[config.mk]
export PLATFORM = sky130hd
export DESIGN_NAME = sals_set_update
export DESIGN_NICKNAME = d
export VERILOG_FILES = /design/src/sv/set_assoc_lru_tag_store_unit_macros.svh /design/src/sv/sals_pkg.sv /design/src/sv/sals_set_update.sv
export SDC_FILE = /design/constraint.sdc
export NUM_CORES = 1
export LEC_CHECK = 0
export ABC_AREA = 0
export BUFFER_PORTS_ARGS = -buffer_cell sky130_fd_sc_hd__buf_2
export CORE_AREA = 3 3 267 269
export DETAILED_ROUTE_END_ITERATION = 16
export DIE_AREA = 0 0 270 272
export PLACE_DENSITY_LB_ADDON = 0.05
export RECOVER_POWER = 50
export SLEW_MARGIN = 40
export SYNTH_ARGS = -nofsm -noshare
export SYNTH_HDL_FRONTEND = slang
export SYNTH_SLANG_ARGS = --single-unit
[constraint.sdc]
create_clock -name vclk -period 9.8
set_input_delay 0.49 -clock vclk [all_inputs]
set_output_delay 0.49 -clock vclk [all_outputs]
set_load 0.03 [all_outputs]
[src/sv/set_assoc_lru_tag_store_unit_macros.svh]
`ifndef SET_ASSOC_LRU_TAG_STORE_UNIT_MACROS_SVH
`define SET_ASSOC_LRU_TAG_STORE_UNIT_MACROS_SVH

// Same-cycle implication, disabled while reset is active.
`define SALS_ASSERT_IMP(label, clk, rst_n, ante, cons) \
    label: assert property (@(posedge clk) disable iff (!(rst_n)) (ante) |-> (cons)) \
        else $error("tag store assertion failed");

// Next-cycle implication, disabled while reset is active.
`define SALS_ASSERT_NEXT(label, clk, rst_n, ante, cons) \
    label: assert property (@(posedge clk) disable iff (!(rst_n)) (ante) |=> (cons)) \
        else $error("tag store assertion failed");

`endif

[src/sv/sals_pkg.sv]
package sals_pkg;

    localparam int SETS_DEF       = 64;
    localparam int WAYS_DEF       = 8;
    localparam int LINE_BYTES_DEF = 64;
    localparam int ADDR_BITS_DEF  = 48;

    localparam int IN_ADDR_W = 48;
    localparam int OUT_WAY_W = 3;

    localparam logic KIND_ACCESS = 1'b0;
    localparam logic KIND_INVAL  = 1'b1;

    typedef struct packed {
        logic                 kind;
        logic [IN_ADDR_W-1:0] address;
    } t_req;

    typedef struct packed {
        logic                 hit;
        logic                 forward_miss;
        logic [OUT_WAY_W-1:0] way;
        logic                 replaced;
    } t_rsp;

endpackage

[src/sv/sals_set_update.sv]
module sals_set_update #(
    parameter int WAYS   = 8,
    parameter int TAG_W  = 36,
    parameter int RANK_W = 3
) (
    input  logic                      i_kind,
    input  logic [TAG_W-1:0]          i_tag,
    input  logic [WAYS*TAG_W-1:0]     i_tag_row,
    input  logic [WAYS*(1+RANK_W)-1:0] i_meta_row,
    output sals_pkg::t_rsp            o_rsp,
    output logic [WAYS*TAG_W-1:0]     o_tag_row,
    output logic                      o_tag_we,
    output logic [WAYS*(1+RANK_W)-1:0] o_meta_row
);
    import sals_pkg::*;

    localparam int WAY_W = (WAYS > 1) ? $clog2(WAYS) : 1;
    localparam logic [RANK_W-1:0] OLDEST = RANK_W'(WAYS - 1);

    logic              v   [WAYS];
    logic [RANK_W-1:0] rk  [WAYS];
    logic [TAG_W-1:0]  tg  [WAYS];
    logic              nv  [WAYS];
    logic [RANK_W-1:0] nr  [WAYS];
    logic [TAG_W-1:0]  ntg [WAYS];
    logic              found, free;
    logic [WAY_W-1:0]  hway, fway, vway, w;
    logic [RANK_W-1:0] r;

    always_comb begin
        found = 1'b0;
        free  = 1'b0;
        hway  = '0;
        fway  = '0;
        vway  = '0;
        for (int j = 0; j < WAYS; j++) begin
            v[j]  = i_meta_row[j];
            rk[j] = i_meta_row[WAYS + j*RANK_W +: RANK_W];
            tg[j] = i_tag_row[j*TAG_W +: TAG_W];
        end
        // lowest-numbered way wins each search
        for (int j = WAYS - 1; j >= 0; j--) begin
            if (v[j] && tg[j] == i_tag) begin
                found = 1'b1;
                hway  = WAY_W'(j);
            end
            if (!v[j]) begin
                free = 1'b1;
                fway = WAY_W'(j);
            end
            // a full set holds every rank once, so the oldest has the top rank
            if (rk[j] == OLDEST) begin
                vway = WAY_W'(j);
            end
        end

        if (found) begin
            w = hway;
        end else if (i_kind == KIND_INVAL) begin
            w = '0;
        end else if (free) begin
            w = fway;
        end else begin
            w = vway;
        end
        r = rk[w];

        for (int j = 0; j < WAYS; j++) begin
            nv[j]  = v[j];
            nr[j]  = rk[j];
            ntg[j] = tg[j];
        end
        o_tag_we = 1'b0;

        if (i_kind == KIND_INVAL) begin
            if (found) begin
                for (int j = 0; j < WAYS; j++) begin
                    if (v[j] && rk[j] > r) begin
                        nr[j] = RANK_W'(rk[j] - 1'b1);
                    end
                end
                nv[w] = 1'b0;
                nr[w] = '0;
            end
        end else begin
            for (int j = 0; j < WAYS; j++) begin
                if (v[j] && (!found && free || rk[j] < r)) begin
                    nr[j] = RANK_W'(rk[j] + 1'b1);
                end
            end
            nr[w] = '0;
            if (!found) begin
                nv[w]    = 1'b1;
                ntg[w]   = i_tag;
                o_tag_we = 1'b1;
            end
        end

        for (int j = 0; j < WAYS; j++) begin
            o_meta_row[j]                          = nv[j];
            o_meta_row[WAYS + j*RANK_W +: RANK_W]  = nr[j];
            o_tag_row[j*TAG_W +: TAG_W]            = ntg[j];
        end

        o_rsp.hit          = found;
        o_rsp.forward_miss = (i_kind == KIND_ACCESS) && !found;
        o_rsp.way          = OUT_WAY_W'(w);
        o_rsp.replaced     = (i_kind == KIND_ACCESS) && !found && !free;
    end

endmodule

# Yosys cells after proc, flatten, opt, wreduce, memory -nomap -nowiden
# Cells that the tools add are included.
[word_totals]
romBits = 0
elab_cells = 198
mem_bits_rw = 0
n_memories = 0
latchBits = 0
reg_bits = 0
input_bits = 357
[op_classes]
bitwise = 8
eq_ne = 16
n_reduce_logical = 38
mul = 0
n_addsub = 16
div = 0
n_shift = 0
mux = 102
order_cmp = 18
[ops]
columns = ["cell", "count"]
rows = [
  ["$mux W288", 2],
  ["$bwmux W288", 1],
  ["$eq A36 B36 Y1", 8],
  ["$mux W3", 70],
  ["$demux W36 S3", 1],
  ["$and A24 B24 Y24", 2],
  ["$mux W24", 2],
  ["$mux W36", 1],
  ["$logic_and A1 B1 Y1", 28],
  ["$add A3 B1 Y3 const B", 8],
  ["$eq A3 B3 Y1 const B", 8],
  ["$gt A3 B3 Y1", 8],
  ["$lt A3 B3 Y1", 8],
  ["$mux W8", 3],
  ["$not A24 Y24", 1],
  ["$sub A3 B1 Y3 const B", 8],
  ["$mux W1", 19],
  ["$bmux W3 S3", 1],
  ["$demux W3 S3", 1],
  ["$and A8 B8 Y8", 1],
  ["$logic_or A1 B1 Y1", 8],
  ["$not A8 Y8", 1],
  ["$or A8 B8 Y8", 1],
  ["$ge A4 B4 Y1 const B", 1],
  ["other kinds (5)", 6],
]

# Logic depth before layout (Yosys ltp)
[depth]
word_depth = 24
mapped_depth = 25
ltp_nobuf = 22

# Least setup slack after synthesis
# Ideal clock, no wire load.
[synth_path]
path_type = "input-to-output"
start = "input i_tag[31]"
end = "output o_meta_row[12]"
setup_slack_ps = 3358
path_stages = 20
arrival_time_ps = 5952
path_buffers = 3
cell_sequence = "buf_4 > inv_2 > o21ai_0 > or4b_1 > or4_4 > and4_1 > a21o_1 > buf_4 > inv_1 > clkbuf_1 > nand2_1 > o21ai_0 > o221ai_1 > a222oi_1 > ha_1 > nand2_1 > o221a_2 > o2bb2ai_4 > a21oi_1 > o311ai_0"
[synth_rtl]
columns = ["item", "line", "text"]
rows = [
  ["start, declared", "sals_set_update.sv:7", "input logic [TAG_W-1:0] i_tag,"],
  ["end, declared", "sals_set_update.sv:13", "output logic [WAYS*(1+RANK_W)-1:0] o_meta_row"],
]

# Worst setup path in the final report
[layout_path]
start = "input i_tag[26]"
end = "output o_tag_row[30]"
[layout_between]
elab_chain_len = 19
[layout_rtl]
columns = ["item", "line", "text"]
rows = [
  ["$eq A36 B36 Y1", "sals_set_update.sv:43", "if (v[j] && tg[j] == i_tag) begin"],
  ["$logic_and A1 B1 Y1", "sals_set_update.sv:43", ""],
  ["$mux W3 / $mux W1 (equally long branches) (8 in series)", "sals_set_update.sv:43", ""],
  ["$mux W3", "sals_set_update.sv:57", "if (found) begin"],
  ["$not A3 Y4 (implied by the code)", "sals_set_update.sv:94", "ntg[w] = i_tag;"],
  ["$ge A4 B4 Y1 (implied by the code) / $lt A4 B1 Y1 (equally long branches)", "sals_set_update.sv:94", ""],
  ["$logic_and A1 B1 Y1 (implied by the code)", "sals_set_update.sv:94", ""],
  ["$mux W36 (implied by the code)", "sals_set_update.sv:94", ""],
  ["$demux W36 S3", "sals_set_update.sv:94", ""],
  ["$bwmux W288", "sals_set_update.sv:94", ""],
  ["$mux W288 *", "sals_set_update.sv:92", "if (!found) begin"],
  ["$mux W288 *", "sals_set_update.sv:75", "if (i_kind == KIND_INVAL) begin"],
  ["end, declared", "sals_set_update.sv:11", "output logic [WAYS*TAG_W-1:0] o_tag_row,"],
]
# Every way passes the cells marked *; elsewhere a longest branch is shown, timed or not.

==> results.py <==
metrics = {
    "floorplan": {
        "die_w_um": 270,
        "core_area_sq_mm": 0.06883,
        "start_util": 0.1630,
        "die_h_um": 272,
        "boundaryPins": 684,
        "dieArea_sq_mm": 0.07344,
        "num_rows": 96,
    },
    "sta": {
        "rsz0062_at_grt": "false",
        "slew_violations": 250,
        "finalSetupViolCount": 0,
        "finalCritPeriodShare": 0.8752,
        "setup_tns_ps": 0,
        "max_clock_freq_ghz": 0.1166,
        "slew_headroom": -0.9324,
        "hold_viol_final": 0,
        "fin_crit_ps": 8577,
        "worst_pin_slew_ps": 2899,
    },
    "cts": {
        "holdBufCountCts": 0,
        "post_cts_resized": 0,
        "cts_setup_buffers": 0,
    },
    "routing": {
        "drc": 0,
        "via_count": 15480,
        "routed_wire_length_per_instance_um": 33.62,
        "drt-total-wl_um": 103300,
        "route.met2.wl_um": 51110,
        "wl_met1_um": 42920,
        "drt-initial-drc-count": 1184,
        "antenna_left": 0,
        "dr.pass1.iters": 5,
        "top_layer": "met5",
        "wl_met3_um": 6353,
        "via_per_inst": 5.041,
    },
    "layout": {
        "final_cell_mix": "buf_2, mux2_2, clkbuf_1, xor2_1, nand2_1",
        "ff_latch_area_sq_um": 0,
        "n_sequential_cell": 0,
        "fin_nets": 2529,
        "syn_to_final_growth_pct": 36.31,
        "final_common_cell": "buf_2",
        "drive_gt1_frac": 0.3826,
        "stdcell_count": 3071,
        "clkbuf_count": 0,
    },
    "pwr": {
        "powerDensity_mw_per_mm2": 66.41,
        "leakagePower_nw": 6.403,
        "peakVddDrop_mv": 0.03983,
    },
    "place": {
        "placedCellCount": 3061,
        "dp_hpwl_um": 85000,
        "gp_congestion": 0.9018,
        "portBuffers": 684,
    },
    "worst_setup_path": {
        "cp.arrival_ps": 8090,
        "crit_path_end_kind": "output port",
        "start_kind": "input port",
        "crit_type": "in -> out",
        "cp_max_fo": 46,
        "cp_data_required_time_ps": 9310,
    },
    "global_route": {
        "grt_max_degree": 47,
        "gr-total-overflow": 0,
        "grt_pass1_wl_um": 137200,
        "gr-usage-all-layers": 0.2647,
        "grt_pass1_vias": 15740,
        "antenna_found_initial": 24,
    },
    "synthesis": {
        "synth.area.top_cells": "mux2_2, xor2_1, xnor2_1, o21ai_0, nand2_1",
        "avgSynthCellArea_sq_um": 7.260,
        "yosysSeqAreaShare": 0,
        "syn-num-nets": 1942,
        "yosys_warnings": 0,
        "synth_cell_type_count": 90,
        "synth.largest_area_cell": "mux2_2",
        "synth_top_cell_area_share": 0.2219,
        "netlist_instances": 1545,
        "netlist_area_sq_mm": 0.01122,
    },
    "status": {
        "outcome": "finished, violations left",
        "violations": "capacitance limit, slew limit",
    },
    "min_path": {
        "hp-class": "in -> out",
        "hold_depth": 4,
    },
    "flow_run": {
        "cap_violations": 6,
    },
}
[area by class of cell]
class / instances / area [sq um]
tap: 931 / 1165
inverter: 54 / 202.7
antenna: 10 / 25.02
multi-input combinational: 1365 / 10470
timing repair buffer: 711 / 3426
fill: 8022 / 53540
[worst paths after layout]
path                      start            end  slack (ps)
setup / recovery      i_tag[26]  o_tag_row[30]        1220
hold / removal    i_tag_row[68]  o_tag_row[68]        1390
[stage by stage]
stage | util | hold slack (ps) | power [mW] | worst slack [ps] | instance area, sq um
after floorplan | - | 1114 | 0.5888 | 3358 | 11220
after global placement | 0.2243 | 1384 | 1.024 | 2158 | 15440
after detailed placement | 0.2249 | 1385 | 1.019 | 2326 | 15480
after CTS | 0.2249 | 1385 | 1.024 | 2324 | 15480
after global routing | 0.2219 | 1416 | 1.069 | 783.1 | 15270
final | 0.2222 | 1390 | 1.015 | 1223 | 15290
[kinds of logic after synthesis]
group	count (synthesis)	share of synthesized area
AO/OA/AOI/OAI	269	0.1637
XOR/XNOR	278	0.2184
adder cells (fa/ha/maj)	40	0.04462
buffers and inverters	180	0.06983
multiplexers	240	0.2389
AND/OR/NAND/NOR	538	0.2645
[critical path, cell delays in order]
cell      delay, ps
clkbuf_1       1200
xor2_1          490
nor4_1          410
nand4_1         170
or4_1           530
nand2_1         140
nor3_1           60
clkbuf_1        550
inv_1           700
nor2_1          290
nand3_2         170
clkbuf_1       1910
mux2_2          450
clkbuf_1        440
[power breakdown]
| group | internal (mW) | switching, mW |
|---|---|---|
| sequential | 0 | 0 |
| clock | 0.000000119 | 0 |
| combinational | 0.305 | 0.710 |
[metal layers]
metal  vias up  track usage
li1       6866            -
met1      7732       0.3309
met2       731       0.4778
met3       131      0.04114
met4        20      0.05552
met5         -            0
[cell usage after synthesis (18+ instances only)]
cell type  number
a21oi_1        29
nand3_1        47
xnor2_1       129
clkbuf_1       65
nor4_1         79
nor2_1         36
mux2i_1        18
nand4_1        71
nand2_1       147
mux2_2        221
nor3_1         29
buf_2          41
ha_1           40
nand2b_1       37
xor2_1        147
o21ai_0       113
inv_1          51
(Power assumes the default switching activity.)
