`src/sv/set_assoc_lru_tag_store_unit_macros.svh`:
```
`ifndef SET_ASSOC_LRU_TAG_STORE_UNIT_MACROS_SVH
`define SET_ASSOC_LRU_TAG_STORE_UNIT_MACROS_SVH

// Same-cycle implication, disabled while reset is active.
`define SALS_ASSERT_IMP(label, clk, rst_n, ante, cons) \
    label: assert property (@(posedge clk) disable iff (!(rst_n)) (ante) |-> (cons)) \
        else $error("tag store assertion failed");

// Next-cycle implication, disabled while reset is active.
`define SALS_ASSERT_NEXT(label, clk, rst_n, ante, cons) \
    label: assert property (@(posedge clk) disable iff (!(rst_n)) (ante) |=> (cons)) \
        else $error("tag store assertion failed");

`endif

```
`src/sv/sals_ram.sv`:
```
module sals_ram #(
    parameter int WIDTH = 8,
    parameter int DEPTH = 64
) (
    input  logic                                   i_clk,
    input  logic                                   i_we,
    input  logic [(DEPTH > 1 ? $clog2(DEPTH) : 1)-1:0] i_waddr,
    input  logic [WIDTH-1:0]                       i_wdata,
    input  logic                                   i_re,
    input  logic [(DEPTH > 1 ? $clog2(DEPTH) : 1)-1:0] i_raddr,
    output logic [WIDTH-1:0]                       o_rdata
);

    logic [WIDTH-1:0] r_mem [DEPTH];
    logic [WIDTH-1:0] r_rdata;

    always_ff @(posedge i_clk) begin
        if (i_we) begin
            r_mem[i_waddr] <= i_wdata;
        end
        if (i_re) begin
            r_rdata <= r_mem[i_raddr];
        end
    end

    assign o_rdata = r_rdata;

endmodule

```
`config.mk`:
```
export PLATFORM = sky130hd
export DESIGN_NAME = sals_ram
export DESIGN_NICKNAME = d
export VERILOG_FILES = /design/src/sv/set_assoc_lru_tag_store_unit_macros.svh /design/src/sv/sals_ram.sv
export SDC_FILE = /design/constraint.sdc
export NUM_CORES = 1
export LEC_CHECK = 0
export BUFFER_PORTS_ARGS = -buffer_cell sky130_fd_sc_hd__buf_2
export CORE_MARGIN = 2
export CORE_UTILIZATION = 51
export CTS_BUF_LIST = sky130_fd_sc_hd__clkbuf_2
export CTS_CLUSTER_SIZE = 28
export DETAILED_ROUTE_END_ITERATION = 12
export PLACE_DENSITY = 0.69
export SETUP_SLACK_MARGIN = 0.15
export SLEW_MARGIN = 20
export SYNTH_ARGS = -nofsm -noshare
export SYNTH_HDL_FRONTEND = slang
export SYNTH_SLANG_ARGS = --single-unit
```
`constraint.sdc`:
```
create_clock -name i_clk -period 2.1 [get_ports i_clk]
set_input_delay 0.42 -clock i_clk [delete_from_list [all_inputs] [get_ports i_clk]]
set_output_delay 0.42 -clock i_clk [all_outputs]
set_load 0.01 [all_outputs]
```
Word-level counts from Yosys, hierarchy flattened:

Memories as Yosys holds them, arrays and structs flattened. A register that Yosys moved wholly into a read port is not among the register bits.
Index checks and enable logic that the tools add are counted.

* output and inout bits: 8
* bits of input ports: 23
* bits in writable memories: 512
* register bits after elaboration: 0
* memories: 1

Memories
* r_mem: depth 64, width 8, read ports 1, clocked after Yosys merged registers in 1, wr ports 1, line sals_ram.sv:14 `logic [WIDTH-1:0] r_mem [DEPTH];`

* mux-type cells: 2

Operators by type and width (number)
* 1-bit 2-to-1 mux: 2

Logic depth before layout (Yosys ltp):

Gate-level depths: netlist (run 1).

* depth in word-level cells: 2
* gate-level depth with buffers: 9
* mapped depth without buffers: 5

Worst setup path before layout (run 1):

OpenSTA, ideal clock, no wires.

* path kind: input-to-reg
* start point: input port i_raddr[1] (netlist bit)
* end point: register r_rdata[3] (netlist: o_rdata[3]) (read register of r_mem), data pin
* path buffers: 3
* stages on the path: 7
* arrival: 1960 ps
* required time: 1834 ps
* setup time: 266 ps
* path slack: -126 ps
* cells stage by stage: buf_4 buf_2 buf_2 mux4_2 mux4_2 o21ai_1 o41ai_1

RTL lines
* start: declaration: line sals_ram.sv:10 `input logic [(DEPTH > 1 ? $clog2(DEPTH) : 1)-1:0] i_raddr,`
* end: declaration: line sals_ram.sv:15 `logic [WIDTH-1:0] r_rdata;`

Worst setup path in the final report (run 1):

* start point: register r_rdata[0] (netlist: o_rdata[0]) (read register of r_mem)
* end point: output port o_rdata[0]

RTL lines
* end: declaration: line sals_ram.sv:11 `output logic [WIDTH-1:0] o_rdata`

No word-level cell between the ends.

==> flow_summary.yaml, run 1 <==
synth:
  yosys_warnings: 0
  synth_area_per_cell_um2: 21.5
  synth_area_um2: 20200
  synth_edf_count: 520
  ys_seq_area_share_pct: 77.1
  async_flop_share_pct: 0
  synth_ff_type: "edfxtp_1"
  syn_nets: 963
  syn-instance-count: 940
  ys_ff_latch: 520
  yosys.cell_types.count: 39
setup_path:
  critPathLaunch: "o_rdata[0]"
  critPathBufInv: 1
  ff2ff_setup_slack_ps: 110
  end_kind: "output pin"
  path_class: "reg -> out"
  worstPathMaxFanout: 1
  r2r-start: "r_mem[25][4]"
  rr_worst_depth: 5
  critPathSlowestCell: "edfxtp_1"
  r2r_end: "o_rdata[4]"
  cp_top_family: "flip-flops"
  critPathLaunchType: "flop"
  arrival_ps: 1740
  worstPathCellList: "buf_2"
  critPathMaxStageDelay_ps: 510
  required_ps: 1680
clock_network:
  clk_path_buf_depth: 3
  cts.clk_slew.worst_paths_ps: 120
  numCtsBuffers: 130
  h-tree-depth: 4
  clk-insertion-delay-late_ps: 1050
  root_buffer: "clkbuf_2"
  cts_sinks: 520
  tritoncts: "yes"
placement:
  port_buffers: 30
  dp_cells: 1595
  finalWeightedCongestion: 0.843
  hpwl_um: 29000
  postPlaceCellArea_um2: 22100
  place_ws_ps: -657
floorplanning:
  die_width_um: 203
  rows: 72
  die_height_um: 203
  start_util_pct: 52.0
  io_pins: 31
  core_um2: 38900
  fp.dieArea_um2: 41300
timing:
  slew_viol_final: 0
  max_freq_mhz: 463
  period_minus_slack_ps: 2160
  finalCritPeriodShare_pct: 103
  finalSetupViolCount: 5
  hold_viol: 0
  fin_ws_ps: -60.5
  rsz0062_at_grt: "yes"
  slew-limit-headroom_pct: 36.7
  whs_ps: 146
  max_slew.worst_pin.slew_ps: 950
  clock_skew_ps: 64.9
final_layout:
  finalNonFillerCells: 1833
  drive_gt1_share_pct: 41.7
  syn_to_final_growth_pct: 16.7
  fin_nets: 1248
  seqCellArea_um2: 15600
  multi_input_area_um2: 4480
  fin_area_um2: 23600
  fill_cells: 2808
run:
  cap_violations: 0
grt:
  grt.overflow.total: 0
  grt_use_total_pct: 23.1
  antenna_found_initial: 4
  grt_pass1_wl_um: 68300
  grt_max_degree: 65
  first_global_vias: 11000
hold_path:
  min_path_type: "in -> reg"
  hold_path_depth: 4
  hold_path_end: "r_mem[52][5]"
  min_from: "i_waddr[4]"
drt:
  vias_per_cell: 5.84
  wire_per_inst_um: 25.4
  wl_um: 46600
  drt_pass1_iterations: 7
  drtIter0Drc: 1047
  drc: 0
  ant_nets: 0
  vias: 10700
power:
  ir_drop_mv: 0.418
  pwr_density_cell_nw_per_um2: 826
  p_leak_uw: 0.00798
run_status:
  violations: "negative setup slack"
  outcome: "complete, but fails checks"
[cell type report]
type                       instances  area share [%]
timing repair buffer             204            7.20
sequential                       520            66.1
tap                              518            2.74
clock inverter                    36            1.05
antenna                            1          0.0106
multi-input combinational        369            19.0
clock buffer                     185            3.92
[per-stage QoR]
step                      total power, µW  utilization, %  setup TNS [ps]
after floorplan                     12400               -           -22.2
final                               19500            60.7            -143
after global placement              12900            56.8           -3790
after detailed placement            13000            56.8           -3900
after CTS                           19700            60.4            -838
after global routing                20300            60.7            -727
[flip-flops by register name (all words and copies together) (netlist names)]
register,count
o_rdata,8
r_mem,512
[cell usage after synthesis, types with 3 or more instances]
master / number / area (µm²)
a22oi_1: 3 / 22.5
o2111ai_1: 3 / 26.3
mux2i_1: 23 / 230
o22ai_1: 8 / 50.1
clkbuf_1: 17 / 63.8
nand3_1: 13 / 65.1
nor2_1: 83 / 312
o2bb2ai_1: 3 / 26.3
nand2b_1: 7 / 43.8
nand2_1: 19 / 71.3
nor3_1: 7 / 35.0
edfxtp_1: 520 / 15600
mux4_2: 126 / 2840
buf_2: 11 / 55.1
o221ai_1: 8 / 70.1
a221oi_1: 6 / 52.6
nor2b_1: 14 / 87.6
buf_6: 4 / 45.0
mux2_2: 13 / 146
nand3b_1: 3 / 22.5
a211oi_1: 4 / 30.0
buf_1: 4 / 15.0
buf_4: 13 / 97.6
a21oi_1: 3 / 15.0
[report_power, final]
part / internal (µW) / switching (µW)
clock: 2850 / 3870
sequential: 11500 / 34.5
combinational: 553 / 718
total: 14900 / 4620
[cell families (layout without fill, tap and decap cells)]
logic type | Yosys count | in the layout | synth area share (%)
compound gates | 54 | 54 | 2.06
buf+inv | 51 | 425 | 1.56
mux | 162 | 162 | 15.9
other cells | 0 | 1 | 0
simple gates | 153 | 153 | 3.37
flops | 520 | 520 | 77.1
[what timing repair did]
action / in CTS / in global routing
buffers inserted: 0 / 0
hold endpoints to repair: 105 / 242
hold buffers: 12 / 4
setup endpoints to repair: 16 / 15
pin swaps: 4 / 5
gates resized for setup: 23 / 11
[cells in the final DEF (no fill, tap or decap), drive strengths merged, types with 4 or more instances in the layout]
master | synthesis | layout
a211oi | 4 | 4
a221oi | 6 | 6
buf | 34 | 187
bufinv | 0 | 4
clkbuf | 17 | 186
clkinv | 0 | 25
dlygate4sd3 | 0 | 16
edfxtp | 520 | 520
inv | 0 | 6
mux2 | 13 | 13
mux2i | 23 | 23
mux4 | 126 | 126
nand2 | 19 | 19
nand2b | 7 | 7
nand3 | 13 | 13
nor2 | 83 | 83
nor2b | 14 | 14
nor3 | 7 | 7
o21ai | 4 | 4
o221ai | 8 | 8
o22ai | 8 | 8
[worst reg2reg max path, stage by stage, from the launching register on]
cell and delay, ps:
edfxtp_1 430, mux4_2 470, mux2_4 290, o221a_4 290, nor3_4 170, o32ai_2 110
[worst max-delay path by stage]
| stage | end | slack (ps) | cells after the start |
|---|---|---|---|
| 6_report | o_rdata[0] | -60 | 1 |
| 4_1_cts | o_rdata[0] | -170 | 1 |
| 2_1_floorplan | o_rdata[7] | -5 | 7 |
| 3_5_place_dp | o_rdata[7] | -660 | 7 |
| 3_3_place_gp | o_rdata[7] | -630 | 7 |
| 5_1_grt | o_rdata[0] | -140 | 1 |
[metal layers]
metal	track usage (%)	vias to the layer above	share of wire (%)	wire length, µm
met3	5.13	84	7.2	3370
met1	31.6	5575	40	18800
met5	0	-	0.041	19
met2	36.9	456	50	23300
met4	8.58	4	2.5	1160
li1	-	4591	-	-
(Power assumes the default switching activity.)
==> run 2, diff against run 1 <==
Settings changed: RECOVER_POWER set to 100.
==> flow_summary.yaml, run 2 (synthesis gave the netlist of run 1 again) <==
timing:
  period_minus_slack_ps: 2180
  hold_viol: 0
  whs_ps: 143
  fin_ws_ps: -82.4
  max_freq_mhz: 458
  finalCritPeriodShare_pct: 104
  slew-limit-headroom_pct: 2.64
  finalSetupViolCount: 5
  slew_viol_final: 0
  finalSetupTns_ps: -242
  clock_skew_ps: 82.3
  max_slew.worst_pin.slew_ps: 1460
  rsz0062_at_grt: "yes"
clock_network:
  cts_setup_buffers: 0
  h-tree-depth: 4
  cts.clk_slew.worst_paths_ps: 100
  clk-insertion-delay-late_ps: 1060
  tritoncts: "yes"
  cts_sinks: 520
  numCtsBuffers: 130
  root_buffer: "clkbuf_2"
  clk_path_buf_depth: 3
final_layout:
  final_common_cell: "edfxtp_1"
  top_register: "r_mem"
  syn_to_final_growth_pct: 14.8
  final_util_pct: 59.7
  final_cell_mix: "edfxtp_1, clkbuf_2, mux4_2, nor2_1, clkbuf_1"
  largest_reg_flops: 512
  fin_nets: 1248
  drive_gt1_share_pct: 35.2
  fill_cells: 2901
drt:
  drc: 0
  vias: 10700
  ant_nets: 0
  drtIter0Drc: 1011
  drt_pass1_iterations: 5
  vias_per_cell: 5.85
  wl_um: 46700
  wire_per_inst_um: 25.5
floorplanning:
  fp.dieArea_um2: 41300
  rows: 72
  die_height_um: 203
  core_um2: 38900
  io_pins: 31
  die_width_um: 203
  start_util_pct: 52.0
setup_path:
  critPathLaunchType: "flop"
  arrival_ps: 1760
  worstPathMaxFanout: 1
  critPathSlowestCell: "edfxtp_1"
  worstPathCellList: "buf_2"
  path_class: "reg -> out"
  critPathBufInv: 1
  cp_top_family: "flip-flops"
  critPathMaxStageDelay_ps: 510
  required_ps: 1680
  end_kind: "output pin"
power:
  p_leak_uw: 0.00763
  pwr_density_cell_nw_per_um2: 838
  ir_drop_mv: 0.419
  p_total_uw: 19500
placement:
  port_buffers: 30
  finalWeightedCongestion: 0.843
  hpwl_um: 29000
  place_ws_ps: -657
run_status:
  violations: "negative setup slack"
  outcome: "complete, but fails checks"
grt:
  grt_max_degree: 65
  first_global_vias: 11000
  grt_use_total_pct: 23.1
  antenna_found_initial: 4
  grt.overflow.total: 0
  grt_pass1_wl_um: 68300
hold_path:
  min_path_type: "in -> reg"
run:
  cap_violations: 0
run 2: cell count changes in the layout (fill, tap and decap cells not counted), sizes merged:
cell and change:
clkbuf +93, buf -93
run 2: path summary, 6_finish.rpt:
path         slack (ps)         end          from  cells past startpoint
max                 -80  o_rdata[0]    o_rdata[0]                      1
min reg2reg         940  o_rdata[2]  r_mem[22][2]                      4
min                 140  o_rdata[7]    i_raddr[3]                      4
max reg2reg          40  o_rdata[4]  r_mem[25][4]                      5
run 2: per-layer routing:
metal	up-vias	GRT usage [%]	routed length, µm
li1	4594	-	-
met1	5552	31.6	18900
met2	484	36.9	23100
met5	-	0	19
met4	4	8.58	1260
met3	93	5.13	3370
run 2: timing repair:
action / 4_1_cts / 5_1_grt
resized for setup: 23 / 11
hold endpoints to repair: 105 / 242
hold buffers: 12 / 4
pin swaps: 4 / 5
endpoints found under the setup margin: 16 / 15
run 2: report_power, final:
group / leakage (µW) / total [µW] / internal, µW / switching, µW
registers: 0.00469 / 11500 / 11500 / 34.9
clock network: 0.000899 / 6710 / 2850 / 3860
logic: 0.00205 / 1240 / 530 / 706
total: 0.00763 / 19500 / 14900 / 4600
run 2: final cells by class:
cell class | count | area (µm²) | share of cell area, %
Antenna cell | 1 | 2.50 | 0.0108
Tap cell | 518 | 648 | 2.79
Sequential cell | 520 | 15600 | 67.2
Timing Repair Buffer | 204 | 1380 | 5.93
Clock buffer | 185 | 926 | 3.98
Clock inverter | 36 | 249 | 1.07
Multi-Input combinational cell | 369 | 4430 | 19.1
run 2: per-stage QoR:
step	area (µm²)	std cells
5_1_grt	23200	1833
2_1_floorplan	20300	940
4_1_cts	23500	1828
3_5_place_dp	22100	1595
3_3_place_gp	22100	1595
6_report	23200	1833
==> run 3, diff against run 2 <==
Settings changed: REMOVE_ABC_BUFFERS set to 1.
==> flow_summary.yaml, run 3 (synthesis gave the netlist of run 1 again) <==
floorplanning:
  die_width_um: 203
  start_util_pct: 52.0
  io_pins: 31
  core_um2: 38900
  die_height_um: 203
  fp.dieArea_um2: 41300
  rows: 72
timing:
  finalSetupViolCount: 6
  slew_viol_final: 45
  finalCritPeriodShare_pct: 101
  rsz0062_at_grt: "yes"
  fin_ws_ps: -12.8
  clock_skew_ps: 46.2
  period_minus_slack_ps: 2110
  finalSetupTns_ps: -48.5
  hold_viol: 0
  slew-limit-headroom_pct: -41.1
  max_slew.worst_pin.slew_ps: 2120
  max_freq_mhz: 473
drt:
  vias_per_cell: 5.79
  drc: 0
  wl_um: 45800
  vias: 10500
  drtIter0Drc: 1180
  drt_pass1_iterations: 5
  wire_per_inst_um: 25.2
  ant_nets: 0
setup_path:
  critPathMaxStageDelay_ps: 640
  critPathLaunchType: "primary input"
  arrival_ps: 2730
  worstPathCellList: "dlygate4sd3_1 -> clkbuf_1 -> nand4_1 -> dlygate4sd3_1 -> nor2_1 -> clkbuf_1"
  r2r-start: "r_mem[29][4]"
  rr_worst_depth: 6
  critPathBufInv: 4
  end_kind: "flop"
  critPathLaunch: "i_waddr[0]"
  critPathSlowestCell: "dlygate4sd3_1"
  path_class: "in -> reg"
  cp_top_family: "buffers and inverters"
  worstPathMaxFanout: 7
  path_depth: 6
  required_ps: 2720
run_status:
  violations: "max-capacitance violations, max-slew violations, negative setup slack"
  outcome: "complete, but fails checks"
clock_network:
  cts.clk_slew.worst_paths_ps: 90
  numCtsBuffers: 118
  clk-insertion-delay-late_ps: 1010
  tritoncts: "yes"
  root_buffer: "clkbuf_2"
  cts_sinks: 520
  clk_path_buf_depth: 3
  h-tree-depth: 3
power:
  ir_drop_mv: 0.377
  pwr_density_cell_nw_per_um2: 804
  p_leak_uw: 0.00746
placement:
  port_buffers: 30
  hpwl_um: 29800
  place_ws_ps: -602
  finalWeightedCongestion: 0.812
grt:
  grt_use_total_pct: 23.1
  grt.overflow.total: 0
  grt_max_degree: 65
  first_global_vias: 11000
  antenna_found_initial: 1
  grt_pass1_wl_um: 68800
hold_path:
  min_from: "i_we"
  min_path_type: "in -> reg"
  hold_path_depth: 4
final_layout:
  final_cell_mix: "edfxtp_1, clkbuf_2, mux4_2, clkbuf_1, nor2_1"
  fin_nets: 1248
  syn_to_final_growth_pct: 13.5
  final_common_cell: "edfxtp_1"
  drive_gt1_share_pct: 33.4
  largest_reg_flops: 512
  fill_cells: 2990
  top_register: "r_mem"
run:
  cap_violations: 1
## run 3: timing repair
item / CTS / global route
resized for setup: 25 / 12
hold endpoints to repair: 156 / 192
setup buffers: 0 / 0
endpoints found under the setup margin: 13 / 16
hold buffers: 13 / 3
pin swaps: 8 / 2
## run 3: routing by layer
metal | share of wire [%] | vias to the layer above | GRT usage, %
li1 | - | 4572 | -
met1 | 42 | 5421 | 32.1
met2 | 49 | 458 | 37.0
met3 | 6.9 | 69 | 4.59
met4 | 2.5 | 0 | 7.79
met5 | 0 | - | 0
## run 3: power by group
group	internal (µW)	total [µW]	switching, µW
clock network	2120	5720	3600
registers	11500	11500	29.0
logic	518	1210	696
## run 3: area by class of cell
cell class / instances / area (µm²) / area share (%)
flip-flops and latches: 520 / 15600 / 67.9
diodes: 1 / 2.50 / 0.0109
repair buffers: 216 / 1340 / 5.82
multi-input cells: 369 / 4440 / 19.3
clock buffers: 169 / 846 / 3.68
clock inverters: 25 / 96.3 / 0.419
well taps: 518 / 648 / 2.82
## run 3: worst reg2reg max path: stages, from the launching register on
cell and delay (ps):
edfxtp_1 420, mux4_2 480, mux2_4 290, o221a_4 300
nor3_4 150, buf_4 140, o32ai_2 60
## run 3: per-stage QoR
step / instance area, µm² / std cells / utilization (%) / hold slack [ps] / power [µW]
final: 23000 / 1818 / 59.1 / 154 / 18500
after detailed placement: 22100 / 1607 / 56.9 / 819 / 12900
after floorplan: 19900 / 889 / - / 519 / 12200
after CTS: 23300 / 1814 / 60.0 / 1.55 / 18700
after global routing: 23000 / 1818 / 59.1 / 74.8 / 19300
after global placement: 22100 / 1606 / 56.8 / 813 / 12900
## run 3: final timing paths
| kind | endpoint | slack, ps |
|---|---|---|
| max reg2reg | o_rdata[4] | 50 |
| max | r_mem[55][7] | -10 |
| min | r_mem[50][3] | 150 |
| min reg2reg | o_rdata[4] | 930 |
